===== src/rtl/core/tsp_pkg.sv =====
// ----------------------------------------------------------------------------
// Timestamp text parser package
// Shared layout constants, the parse state bundle and the decimal helpers.
// ----------------------------------------------------------------------------
`default_nettype none

package tsp_pkg;

    // Text layout: YYYY-MM-DD/HH:MM, sixteen characters.
    localparam int unsigned TEXT_LEN  = 16;
    localparam int unsigned POS_W     = 5;
    localparam logic [POS_W-1:0] POS_DASH_A = 5'd4;
    localparam logic [POS_W-1:0] POS_DASH_B = 5'd7;
    localparam logic [POS_W-1:0] POS_SLASH  = 5'd10;
    localparam logic [POS_W-1:0] POS_COLON  = 5'd13;
    localparam logic [POS_W-1:0] POS_END    = 5'(TEXT_LEN);
    localparam logic [POS_W-1:0] POS_FINAL  = 5'(TEXT_LEN - 1);
    localparam logic [POS_W-1:0] POS_YEAR_HI_END = 5'd2;
    localparam logic [POS_W-1:0] POS_YEAR_END    = 5'd4;
    localparam logic [POS_W-1:0] POS_MONTH_END   = 5'd7;
    localparam logic [POS_W-1:0] POS_DAY_END     = 5'd10;
    localparam logic [POS_W-1:0] POS_HOUR_END    = 5'd13;

    // Character codes.
    localparam logic [7:0] CHAR_DASH  = 8'h2D;
    localparam logic [7:0] CHAR_SLASH = 8'h2F;
    localparam logic [7:0] CHAR_COLON = 8'h3A;
    localparam logic [7:0] CHAR_ZERO  = 8'h30;
    localparam logic [7:0] CHAR_NINE  = 8'h39;

    // Calendar limits.
    localparam logic [13:0] YEAR_MIN     = 14'd1000;
    localparam logic [13:0] YEAR_MAX     = 14'd9999;
    localparam logic [6:0]  MONTH_MAX    = 7'd12;
    localparam logic [6:0]  HOUR_LIMIT   = 7'd24;
    localparam logic [6:0]  MINUTE_LIMIT = 7'd60;

    // Month lengths.
    localparam logic [6:0] DAYS_LONG  = 7'd31;
    localparam logic [6:0] DAYS_SHORT = 7'd30;
    localparam logic [6:0] DAYS_LEAP  = 7'd29;
    localparam logic [6:0] DAYS_FEB   = 7'd28;

    // Parse state after the current character has been taken in.
    typedef struct packed {
        logic        final_pos;
        logic        layout_err;
        logic [13:0] year;
        logic [6:0]  year_hi;
        logic [6:0]  year_lo;
        logic [6:0]  month;
        logic [6:0]  day;
        logic [6:0]  hour;
        logic [6:0]  minute;
    } tsp_parse_t;

    // Append one decimal digit to a two-digit accumulator.
    function automatic logic [6:0] acc_pair(logic [6:0] acc, logic [3:0] digit);
        logic [10:0] wide;
        wide = {4'b0, acc} * 11'd10 + {7'b0, digit};
        return wide[6:0];
    endfunction

    // Append one decimal digit to the year accumulator.
    function automatic logic [13:0] acc_year(logic [13:0] acc, logic [3:0] digit);
        logic [17:0] wide;
        wide = {4'b0, acc} * 18'd10 + {14'b0, digit};
        return wide[13:0];
    endfunction

endpackage

`default_nettype wire


===== src/rtl/core/tsp_char_parser.sv =====
// ----------------------------------------------------------------------------
// Timestamp character parser
// Holds the position counter, the layout error flag and the decimal field
// accumulators, and works out their values after the current character.
// ----------------------------------------------------------------------------
`default_nettype none

module tsp_char_parser
    import tsp_pkg::*;
(
    input  wire logic       clk,
    input  wire logic       rst_n,
    input  wire logic       advance,
    input  wire logic [7:0] char_code,
    input  wire logic       last_char,
    output tsp_parse_t      parse
);

    logic [POS_W-1:0] pos_reg, pos_next;
    logic             err_reg, err_next;
    logic [13:0]      year_reg, year_next;
    logic [6:0]       year_hi_reg, year_hi_next;
    logic [6:0]       year_lo_reg, year_lo_next;
    logic [6:0]       month_reg, month_next;
    logic [6:0]       day_reg, day_next;
    logic [6:0]       hour_reg, hour_next;
    logic [6:0]       minute_reg, minute_next;
    logic             is_digit;
    logic [3:0]       digit;
    logic [7:0]       digit_wide;

    assign is_digit   = (char_code >= CHAR_ZERO) && (char_code <= CHAR_NINE);
    assign digit_wide = char_code - CHAR_ZERO;
    assign digit      = is_digit ? digit_wide[3:0] : 4'd0;

    // Layout check and digit accumulation for the current place.
    always_comb
    begin
        err_next     = err_reg;
        year_next    = year_reg;
        year_hi_next = year_hi_reg;
        year_lo_next = year_lo_reg;
        month_next   = month_reg;
        day_next     = day_reg;
        hour_next    = hour_reg;
        minute_next  = minute_reg;
        priority if (pos_reg >= POS_END)
        begin
            err_next = 1'b1;
        end
        else if (pos_reg == POS_DASH_A || pos_reg == POS_DASH_B)
        begin
            if (char_code != CHAR_DASH)
                err_next = 1'b1;
        end
        else if (pos_reg == POS_SLASH)
        begin
            if (char_code != CHAR_SLASH)
                err_next = 1'b1;
        end
        else if (pos_reg == POS_COLON)
        begin
            if (char_code != CHAR_COLON)
                err_next = 1'b1;
        end
        else if (!is_digit)
        begin
            err_next = 1'b1;
        end
        else if (pos_reg < POS_YEAR_HI_END)
        begin
            year_next    = acc_year(year_reg, digit);
            year_hi_next = acc_pair(year_hi_reg, digit);
        end
        else if (pos_reg < POS_YEAR_END)
        begin
            year_next    = acc_year(year_reg, digit);
            year_lo_next = acc_pair(year_lo_reg, digit);
        end
        else if (pos_reg < POS_MONTH_END)
        begin
            month_next = acc_pair(month_reg, digit);
        end
        else if (pos_reg < POS_DAY_END)
        begin
            day_next = acc_pair(day_reg, digit);
        end
        else if (pos_reg < POS_HOUR_END)
        begin
            hour_next = acc_pair(hour_reg, digit);
        end
        else
        begin
            minute_next = acc_pair(minute_reg, digit);
        end
    end

    // The position counter saturates one past the last place.
    assign pos_next = (pos_reg < POS_END) ? pos_reg + 5'd1 : pos_reg;

    // State seen by the date check.
    always_comb
    begin
        parse.final_pos  = (pos_reg == POS_FINAL);
        parse.layout_err = err_next;
        parse.year       = year_next;
        parse.year_hi    = year_hi_next;
        parse.year_lo    = year_lo_next;
        parse.month      = month_next;
        parse.day        = day_next;
        parse.hour       = hour_next;
        parse.minute     = minute_next;
    end

    // State registers; a final character returns everything to reset.
    always_ff @(posedge clk or negedge rst_n)
    begin
        if (!rst_n)
        begin
            pos_reg     <= '0;
            err_reg     <= 1'b0;
            year_reg    <= '0;
            year_hi_reg <= '0;
            year_lo_reg <= '0;
            month_reg   <= '0;
            day_reg     <= '0;
            hour_reg    <= '0;
            minute_reg  <= '0;
        end
        else if (advance)
        begin
            if (last_char)
            begin
                pos_reg     <= '0;
                err_reg     <= 1'b0;
                year_reg    <= '0;
                year_hi_reg <= '0;
                year_lo_reg <= '0;
                month_reg   <= '0;
                day_reg     <= '0;
                hour_reg    <= '0;
                minute_reg  <= '0;
            end
            else
            begin
                pos_reg     <= pos_next;
                err_reg     <= err_next;
                year_reg    <= year_next;
                year_hi_reg <= year_hi_next;
                year_lo_reg <= year_lo_next;
                month_reg   <= month_next;
                day_reg     <= day_next;
                hour_reg    <= hour_next;
                minute_reg  <= minute_next;
            end
        end
    end

endmodule

`default_nettype wire


===== src/rtl/core/tsp_date_check.sv =====
// ----------------------------------------------------------------------------
// Timestamp date check
// Decides whether a complete parse forms a valid Gregorian date and time.
// ----------------------------------------------------------------------------
`default_nettype none

module tsp_date_check
    import tsp_pkg::*;
(
    input  wire tsp_parse_t parse,
    output logic            date_ok
);

    logic       leap;
    logic [6:0] month_len;

    // Leap year from the two digit pairs: the low pair divisible by four and
    // not zero, or a zero low pair with the century divisible by four.
    assign leap = (parse.year_lo != 7'd0) ? (parse.year_lo[1:0] == 2'b00)
                                          : (parse.year_hi[1:0] == 2'b00);

    // Length of the parsed month; zero for a month out of range.
    always_comb
    begin
        unique case (parse.month)
            7'd1, 7'd3, 7'd5, 7'd7, 7'd8, 7'd10, 7'd12: month_len = DAYS_LONG;
            7'd4, 7'd6, 7'd9, 7'd11:                    month_len = DAYS_SHORT;
            7'd2:    month_len = leap ? DAYS_LEAP : DAYS_FEB;
            default: month_len = 7'd0;
        endcase
    end

    // Layout and calendar checks together.
    assign date_ok = parse.final_pos && !parse.layout_err
                     && (parse.year >= YEAR_MIN) && (parse.year <= YEAR_MAX)
                     && (parse.month != 7'd0) && (parse.month <= MONTH_MAX)
                     && (parse.day != 7'd0) && (parse.day <= month_len)
                     && (parse.hour < HOUR_LIMIT) && (parse.minute < MINUTE_LIMIT);

endmodule

`default_nettype wire


===== src/rtl/core/timestamp_text_parser.sv =====
// A request taken on char_valid passes through the input register and then the result register to res_valid.
// Throughput: one character per cycle while no final character stalls; only the input register and the result register
// sit in the path, so a character may follow in every cycle.
// A final character stalls only while the previous result is still held by res_stall.
// Reset (rst_n low, asynchronous) clears the parse state, the input valid flag and res_valid.
// ----------------------------------------------------------------------------
// Timestamp text parser
// Checks YYYY-MM-DD/HH:MM text one character at a time and reports the date
// and time fields with a valid flag on the final character.
// ----------------------------------------------------------------------------
`default_nettype none

module timestamp_text_parser
    import tsp_pkg::*;
(
    input  wire logic        clk,
    input  wire logic        rst_n,
    input  wire logic        char_valid,
    output logic             char_stall,
    input  wire logic [7:0]  char_code,
    input  wire logic        last_char,
    output logic             res_valid,
    input  wire logic        res_stall,
    output logic             valid_res,
    output logic [13:0]      year_out,
    output logic [3:0]       month_out,
    output logic [4:0]       day_out,
    output logic [4:0]       hour_out,
    output logic [5:0]       minute_out
);

    logic        in_valid_reg;
    logic [7:0]  in_code_reg;
    logic        in_last_reg;
    logic        advance;
    logic        date_ok;
    tsp_parse_t  parse;

    logic        res_valid_reg;
    logic        ok_reg;
    logic [13:0] year_reg;
    logic [3:0]  month_reg;
    logic [4:0]  day_reg;
    logic [4:0]  hour_reg;
    logic [5:0]  minute_reg;

    // A held character moves on unless it is final and the result is blocked.
    assign advance    = in_valid_reg && !(in_last_reg && res_valid_reg && res_stall);
    assign char_stall = in_valid_reg && !advance;

    // Input register.
    always_ff @(posedge clk or negedge rst_n)
    begin
        if (!rst_n)
        begin
            in_valid_reg <= 1'b0;
        end
        else if (!char_stall)
        begin
            in_valid_reg <= char_valid;
        end
    end

    always_ff @(posedge clk)
    begin
        if (char_valid && !char_stall)
        begin
            in_code_reg <= char_code;
            in_last_reg <= last_char;
        end
    end

    tsp_char_parser u_parser (
        .clk       (clk),
        .rst_n     (rst_n),
        .advance   (advance),
        .char_code (in_code_reg),
        .last_char (in_last_reg),
        .parse     (parse)
    );

    tsp_date_check u_check (
        .parse   (parse),
        .date_ok (date_ok)
    );

    // Result register.
    always_ff @(posedge clk or negedge rst_n)
    begin
        if (!rst_n)
        begin
            res_valid_reg <= 1'b0;
        end
        else if (advance && in_last_reg)
        begin
            res_valid_reg <= 1'b1;
        end
        else if (!res_stall)
        begin
            res_valid_reg <= 1'b0;
        end
    end

    always_ff @(posedge clk)
    begin
        if (advance && in_last_reg)
        begin
            ok_reg     <= date_ok;
            year_reg   <= date_ok ? parse.year : 14'd0;
            month_reg  <= date_ok ? parse.month[3:0] : 4'd0;
            day_reg    <= date_ok ? parse.day[4:0] : 5'd0;
            hour_reg   <= date_ok ? parse.hour[4:0] : 5'd0;
            minute_reg <= date_ok ? parse.minute[5:0] : 6'd0;
        end
    end

    assign res_valid  = res_valid_reg;
    assign valid_res  = ok_reg;
    assign year_out   = year_reg;
    assign month_out  = month_reg;
    assign day_out    = day_reg;
    assign hour_out   = hour_reg;
    assign minute_out = minute_reg;

endmodule

`default_nettype wire

===== config.mk =====
export PLATFORM = sky130hd
export DESIGN_NAME = timestamp_text_parser
export DESIGN_NICKNAME = d
export VERILOG_FILES = /design/src/rtl/core/tsp_pkg.sv /design/src/rtl/core/tsp_char_parser.sv /design/src/rtl/core/tsp_date_check.sv /design/src/rtl/core/timestamp_text_parser.sv
export SDC_FILE = /design/constraint.sdc
export NUM_CORES = 1
export LEC_CHECK = 0
export BUFFER_PORTS_ARGS = -buffer_cell sky130_fd_sc_hd__buf_2
export CAP_MARGIN = 20
export CORE_AREA = 2 2 100 140
export DETAILED_ROUTE_END_ITERATION = 12
export DIE_AREA = 0 0 102 142
export HOLD_SLACK_MARGIN = 0.06
export PLACE_DENSITY = 0.79
export SETUP_SLACK_MARGIN = 0.15
export SLEW_MARGIN = 20
export SYNTH_ARGS = -nofsm -noshare
export SYNTH_HDL_FRONTEND = slang
export SYNTH_SLANG_ARGS = --single-unit

===== constraint.sdc =====
create_clock -name clk -period 6 [get_ports clk]
set_clock_uncertainty 0.1 [all_clocks]
set_input_delay 0.9 -clock clk [delete_from_list [all_inputs] [get_ports clk]]
set_output_delay 0.9 -clock clk [all_outputs]
set_load 0.01 [all_outputs]

==> impl_metrics.yaml, run 1 <==
floorplanning:
  placementRows: 50
  die_w_um: 102
  start_util_pct: 60.4
  core_um2: 13300
  ios: 50
  dieArea_um2: 14500
  die_height_um: 142
placement:
  place_congestion: 0.924
  dp_hpwl_um: 15800
  portBuffers: 49
clocking:
  clk_pin_slew_ps: 70
  cts_buffers: 9
  root_buffer: "clkbuf_16"
  holdBufCountCts: 0
  clk_path_buf_depth: 2
  h-tree-depth: 3
  clkLatencyLatePin_ps: 360
  cts_tree: "yes"
  cts_sinks: 103
timing:
  rsz0062_at_grt: "no"
  worst_pin_slew_ps: 1110
  timing.fmax_mhz: 184
  fin_crit_sh_pct: 90.4
  timing.hold.ws_ps: 399
  drv_slew: 0
  fin_crit_ps: 5420
  final_hold_viol_count: 0
  fin_tns_setup_ps: 0
  max_slew_margin_pct: 25.6
  setup_violations: 0
pwr:
  swShare_pct: 30.3
  cellLeakagePower_nw: 3.54
  power.internal_mw: 1.22
  clkPwrFrac_pct: 36.4
  vdd_drop_max_mv: 0.214
  p_sw_mw: 0.530
  power_frac_seq_pct: 47.3
  p_comb_share_pct: 16.3
  powerDensity_nw_per_um2: 199
outcome:
  status: "finished, final reports clean"
global_routing:
  grt_pass1_wl_um: 34500
  grt_pass1_vias: 6741
  grtUsageTotal_pct: 30.6
  grt_max_degree: 60
  grt-ovfl-total: 0
  antenna_found_initial: 0
synth:
  synth_seq_cells: 103
  synth_top_area_share_pct: 18.4
  synth-adder-area-share_pct: 11.4
  synthSimpleGateAreaFrac_pct: 17.3
  async_flop_share_pct: 57.3
  synth_ff_type: "dfrtp_1"
  synthTopCellsByArea: "dfrtp_1 18%, edfxtp_1 17%, ha_1 9.5%"
  synth_mux_area_share_pct: 4.08
  synth-edff-count: 44
  avgSynthCellArea_um2: 9.47
  synth_seq_area_share_pct: 34.9
  syn_area_um2: 8010
  synth_compound_area_share_pct: 21.1
  ys_warn_count: 0
  netlist_instances: 846
  synth_top_family_by_area: "compound AO/OA/AOI/OAI gates"
  synth.distinct_cells: 88
  synth_top_area_cell: "dfrtp_1"
  syn-num-nets: 926
  synth_xor_area_share_pct: 6.41
flow_run:
  maxCapViolCount: 0
finish:
  antenna_cells: 0
  drive_gt1_share_pct: 14.6
  area_growth_pct: 9.33
  layout.nets: 959
  fillCellCount: 1074
route:
  wl_per_cell_um: 20.1
  viasPerCell: 6.49
  drt-total-wl_um: 21400
  num_vias: 6923
  antenna_left: 0
  drc: 0
  drt_iter0_markers: 507
  dr.pass1.iters: 7
setup_path:
  critPathKind: "register to register"
  cp.arrival_ps: 5540
  cp-end-kind: "register"
  required_ps: 6120
  worstPathMaxFanout: 35
  critPathLaunchType: "register"
hold_path:
  min_path_type: "register to register"
==> power groups by stage <==
stage | sequential, mW | combinational (mW) | clock (mW)
6_report | 0.825 | 0.285 | 0.635
5_1_grt | 0.833 | 0.314 | 0.671
4_1_cts | 0.825 | 0.280 | 0.644
3_5_place_dp | 0.840 | 0.278 | 0
3_3_place_gp | 0.837 | 0.272 | 0
2_1_floorplan | 0.816 | 0.209 | 0
==> through the flow <==
step                      instances  total power, mW  area, µm²  util, %  setup slack (ps)
after floorplan                 846             1.02       8010        -               967
after global placement         1046             1.11       8400     63.3               794
after detailed placement       1046             1.12       8400     63.3               612
after CTS                      1062             1.75       8720     65.8               586
after global routing           1066             1.82       8750     66.0               188
final                          1066             1.75       8750     66.0               578
==> per-layer routing <==
metal  up-vias  global-route usage, %  share of wire, %
li1       3225                      -                 -
met2       296                   52.0                50
met1      3329                   36.1                39
met4         0                   18.1               5.4
met3        73                   4.72               5.6
met5         -                      0                 0
==> cell usage after synthesis (13+ instances only) <==
cell / number
nor3_1: 20
xnor2_1: 47
buf_2: 15
a21oi_1: 40
clkbuf_1: 25
inv_1: 37
a211oi_2: 13
nand2_1: 79
ha_1: 61
a211oi_1: 23
edfxtp_1: 44
dfrtp_1: 59
nor2_1: 46
o21ai_0: 65
mux2i_1: 27
nand3_1: 19
==> layout by cell type (no fill, tap or decap), drive strengths merged, types with 9 or more instances in the layout <==
master / Yosys / final
nand2: 80 / 80
buf: 23 / 70
o21ai: 66 / 66
ha: 61 / 61
dfrtp: 59 / 59
xnor2: 47 / 47
nor2: 46 / 46
edfxtp: 44 / 44
a21oi: 41 / 41
inv: 38 / 41
a211oi: 36 / 36
mux2i: 27 / 27
nor3: 22 / 22
nand3: 20 / 20
and3: 11 / 11
a22o: 11 / 11
o211ai: 11 / 11
o31ai: 10 / 10
xor2: 9 / 9
clkbuf: 25 / 9
nand2b: 9 / 9
==> cell families after synthesis <==
family,count (synthesis)
compound gates,240
xor+xnor,57
fa+ha+maj,70
mux,32
flops,103
simple gates,257
buf+inv,87
==> worst paths after layout <==
kind                                           to  depth (start not counted)  slack (ps)              startpoint
max in group asynchronous  u_parser.minute_reg[5]                          2        4650                   rst_n
min in group asynchronous   u_parser.year_reg[10]                          2         610                   rst_n
min                        u_parser.minute_reg[6]                          2         400  u_parser.minute_reg[6]
min reg2reg                u_parser.minute_reg[6]                          2         400  u_parser.minute_reg[6]
max reg2reg                           year_out[9]                         21         580          in_code_reg[1]
max                                   year_out[9]                         21         580          in_code_reg[1]
==> what timing repair did <==
action                                  4_1_cts  5_1_grt
gates resized for setup                       0        0
buffers inserted                              0        4
endpoints found under the setup margin        0        1
==> critical path: stages (launching register included) <==
cell and delay (ps):
edfxtp_1 560, nor3b_4 220, buf_4 190, nand2_2 110, clkinv_2 180, ha_1 280
and3_1 180, a31oi_1 320, o21ai_0 200, nor4_1 370, o21a_1 180, o21ai_0 90
ha_1 310, nor2b_1 140, o21a_1 170, o21ai_0 160, a21oi_1 90, a2111o_1 270
or4_1 470, buf_4 280, a211o_1 290, a21oi_2 100
==> layout make-up <==
cell class              instances  area, µm²  area share (%)
clock inverters                 7        100            1.14
well taps                     182        228            2.60
multi-input cells             656       4850            55.4
flip-flops and latches        103       2800            32.0
clock buffers                   9        225            2.57
repair buffers                 70        403            4.60
inverters                      39        148            1.69
Note: power is estimated with default switching activity, not from simulation.
==> inputs of run 2 (changes only) <==
--- a/config.mk
+++ b/config.mk
@@ -7,11 +7,13 @@
 export LEC_CHECK = 0
 export BUFFER_PORTS_ARGS = -buffer_cell sky130_fd_sc_hd__buf_2
 export CAP_MARGIN = 20
-export CORE_AREA = 2 2 100 140
+export CELL_PAD_IN_SITES_DETAIL_PLACEMENT = 1
+export CELL_PAD_IN_SITES_GLOBAL_PLACEMENT = 1
+export CORE_AREA = 2 2 112 157
 export DETAILED_ROUTE_END_ITERATION = 12
-export DIE_AREA = 0 0 102 142
+export DIE_AREA = 0 0 114 159
 export HOLD_SLACK_MARGIN = 0.06
-export PLACE_DENSITY = 0.79
+export PLACE_DENSITY_LB_ADDON = 0.1
 export SETUP_SLACK_MARGIN = 0.15
 export SLEW_MARGIN = 20
 export SYNTH_ARGS = -nofsm -noshare
==> impl_metrics.yaml, run 2 (same netlist as run 1, synthesis figures left out) <==
outcome:
  status: "finished, final reports clean"
finish:
  drive_gt1_share_pct: 14.9
  finish.utilization_pct: 52.6
  area_growth_pct: 9.59
  layout.nets: 959
  multi_input_comb_area_um2: 4860
  seq_area_um2: 2800
  final_cell_mix: "78 x nand2_1, 65 x o21ai_0, 61 x ha_1"
  fillCellCount: 1905
  antenna_cells: 0
  final_common_cell: "nand2_1"
  fin_area_um2: 8780
setup_path:
  required_ps: 6130
  reg2reg_from: "in_code_reg[4]"
  critPathKind: "register to register"
  cp-end-kind: "register"
  worstPathMaxFanout: 35
  crit_start: "in_code_reg[4]"
  cp.arrival_ps: 5710
  critPathLaunchType: "register"
floorplanning:
  die_height_um: 159
  placementRows: 56
  dieArea_um2: 18100
  start_util_pct: 48.0
  die_w_um: 114
  ios: 50
  core_um2: 16700
route:
  antenna_left: 0
  dr.pass1.iters: 5
  num_vias: 6842
  drt-total-wl_um: 24700
  viasPerCell: 6.29
  drc: 0
  wl_per_cell_um: 22.8
  drt_iter0_markers: 338
timing:
  drv_slew: 0
  fin_crit_ps: 5570
  rsz0062_at_grt: "no"
  timing.fmax_mhz: 179
  final_hold_viol_count: 0
  fin_tns_setup_ps: 0
  max_slew_margin_pct: 35.2
  worst_pin_slew_ps: 972
  setup_violations: 0
  fin_crit_sh_pct: 92.9
global_routing:
  grt_pass1_wl_um: 39700
  grtUsageTotal_pct: 28.0
  grt_max_degree: 60
  grt-ovfl-total: 0
  antenna_found_initial: 0
  grt_pass1_vias: 7420
clocking:
  clk_pin_slew_ps: 80
  cts_tree: "yes"
  h-tree-depth: 3
  holdBufCountCts: 0
  cts_sinks: 103
  clkLatencyLatePin_ps: 370
  cts_buffers: 9
  clk_path_buf_depth: 2
  root_buffer: "clkbuf_16"
pwr:
  vdd_drop_max_mv: 0.210
  powerDensity_nw_per_um2: 197
  power_mw: 1.73
  cellLeakagePower_nw: 3.53
placement:
  place_area_um2: 8440
  dp_hpwl_um: 18500
  portBuffers: 49
  place_congestion: 0.963
hold_path:
  min_from: "u_parser.err_reg"
  min_path_type: "register to register"
flow_run:
  maxCapViolCount: 0
-- run 2: changes by cell type in the layout (fill, tap and decap cells not counted), sizes merged --
cell / change
bufinv: -1
inv: -2
clkinv: +3
-- run 2: layout make-up --
class / instances / share of cell area [%]
clock inverter: 7 / 1.04
timing repair buffer: 70 / 4.59
inverter: 39 / 1.68
multi-input combinational: 656 / 55.3
clock buffer: 9 / 2.57
tap: 203 / 2.89
sequential: 103 / 31.9
-- run 2: timing repair --
item,in CTS,in global routing
endpoints found under the setup margin,0,15
resized for setup,0,1
buffers inserted,0,3
-- run 2: metal layers --
metal	global-route usage, %	wire [µm]
met4	15.5	1090
met5	0	0
met2	49.6	12900
met3	2.74	998
met1	32.7	9740
-- run 2: stage by stage --
stage	cells	hold WS, ps	setup WS (ps)
2_1_floorplan	846	349	967
3_3_place_gp	1068	368	617
3_5_place_dp	1068	386	443
4_1_cts	1084	404	359
5_1_grt	1087	435	169
6_report	1087	395	425
-- run 2: report_power, final --
group / total [mW] / switching (mW) / internal [mW]
combinational: 0.272 / 0.169 / 0.103
sequential: 0.842 / 0.0712 / 0.771
clock: 0.617 / 0.318 / 0.299
total: 1.73 / 0.559 / 1.17
-- run 2: final timing paths --
path / slack (ps) / endpoint / cells past startpoint
worst min register to register: 390 / u_parser.err_reg / 2
worst min-delay path: 390 / u_parser.err_reg / 2
max in group asynchronous: 4620 / u_parser.month_reg[1] / 2
worst max-delay path: 430 / year_out[9] / 20
min in group asynchronous: 610 / u_parser.year_reg[8] / 2
worst max register to register: 430 / year_out[9] / 20
-- run 2: critical path, cell delays in order (launching register included) --
cell and delay, ps:
edfxtp_1 450, and4bb_2 390, nand2_2 150, clkinv_2 190, ha_1 370, and3_1 190, a31oi_1 320, a211oi_1 140
a211oi_1 430, o21a_1 240, o21ai_0 110, ha_1 340, nor2b_1 150, o21a_1 170, o21ai_0 170, a21oi_1 90
a2111o_1 280, or4_1 470, buf_4 270, a211o_1 290, a21oi_2 100
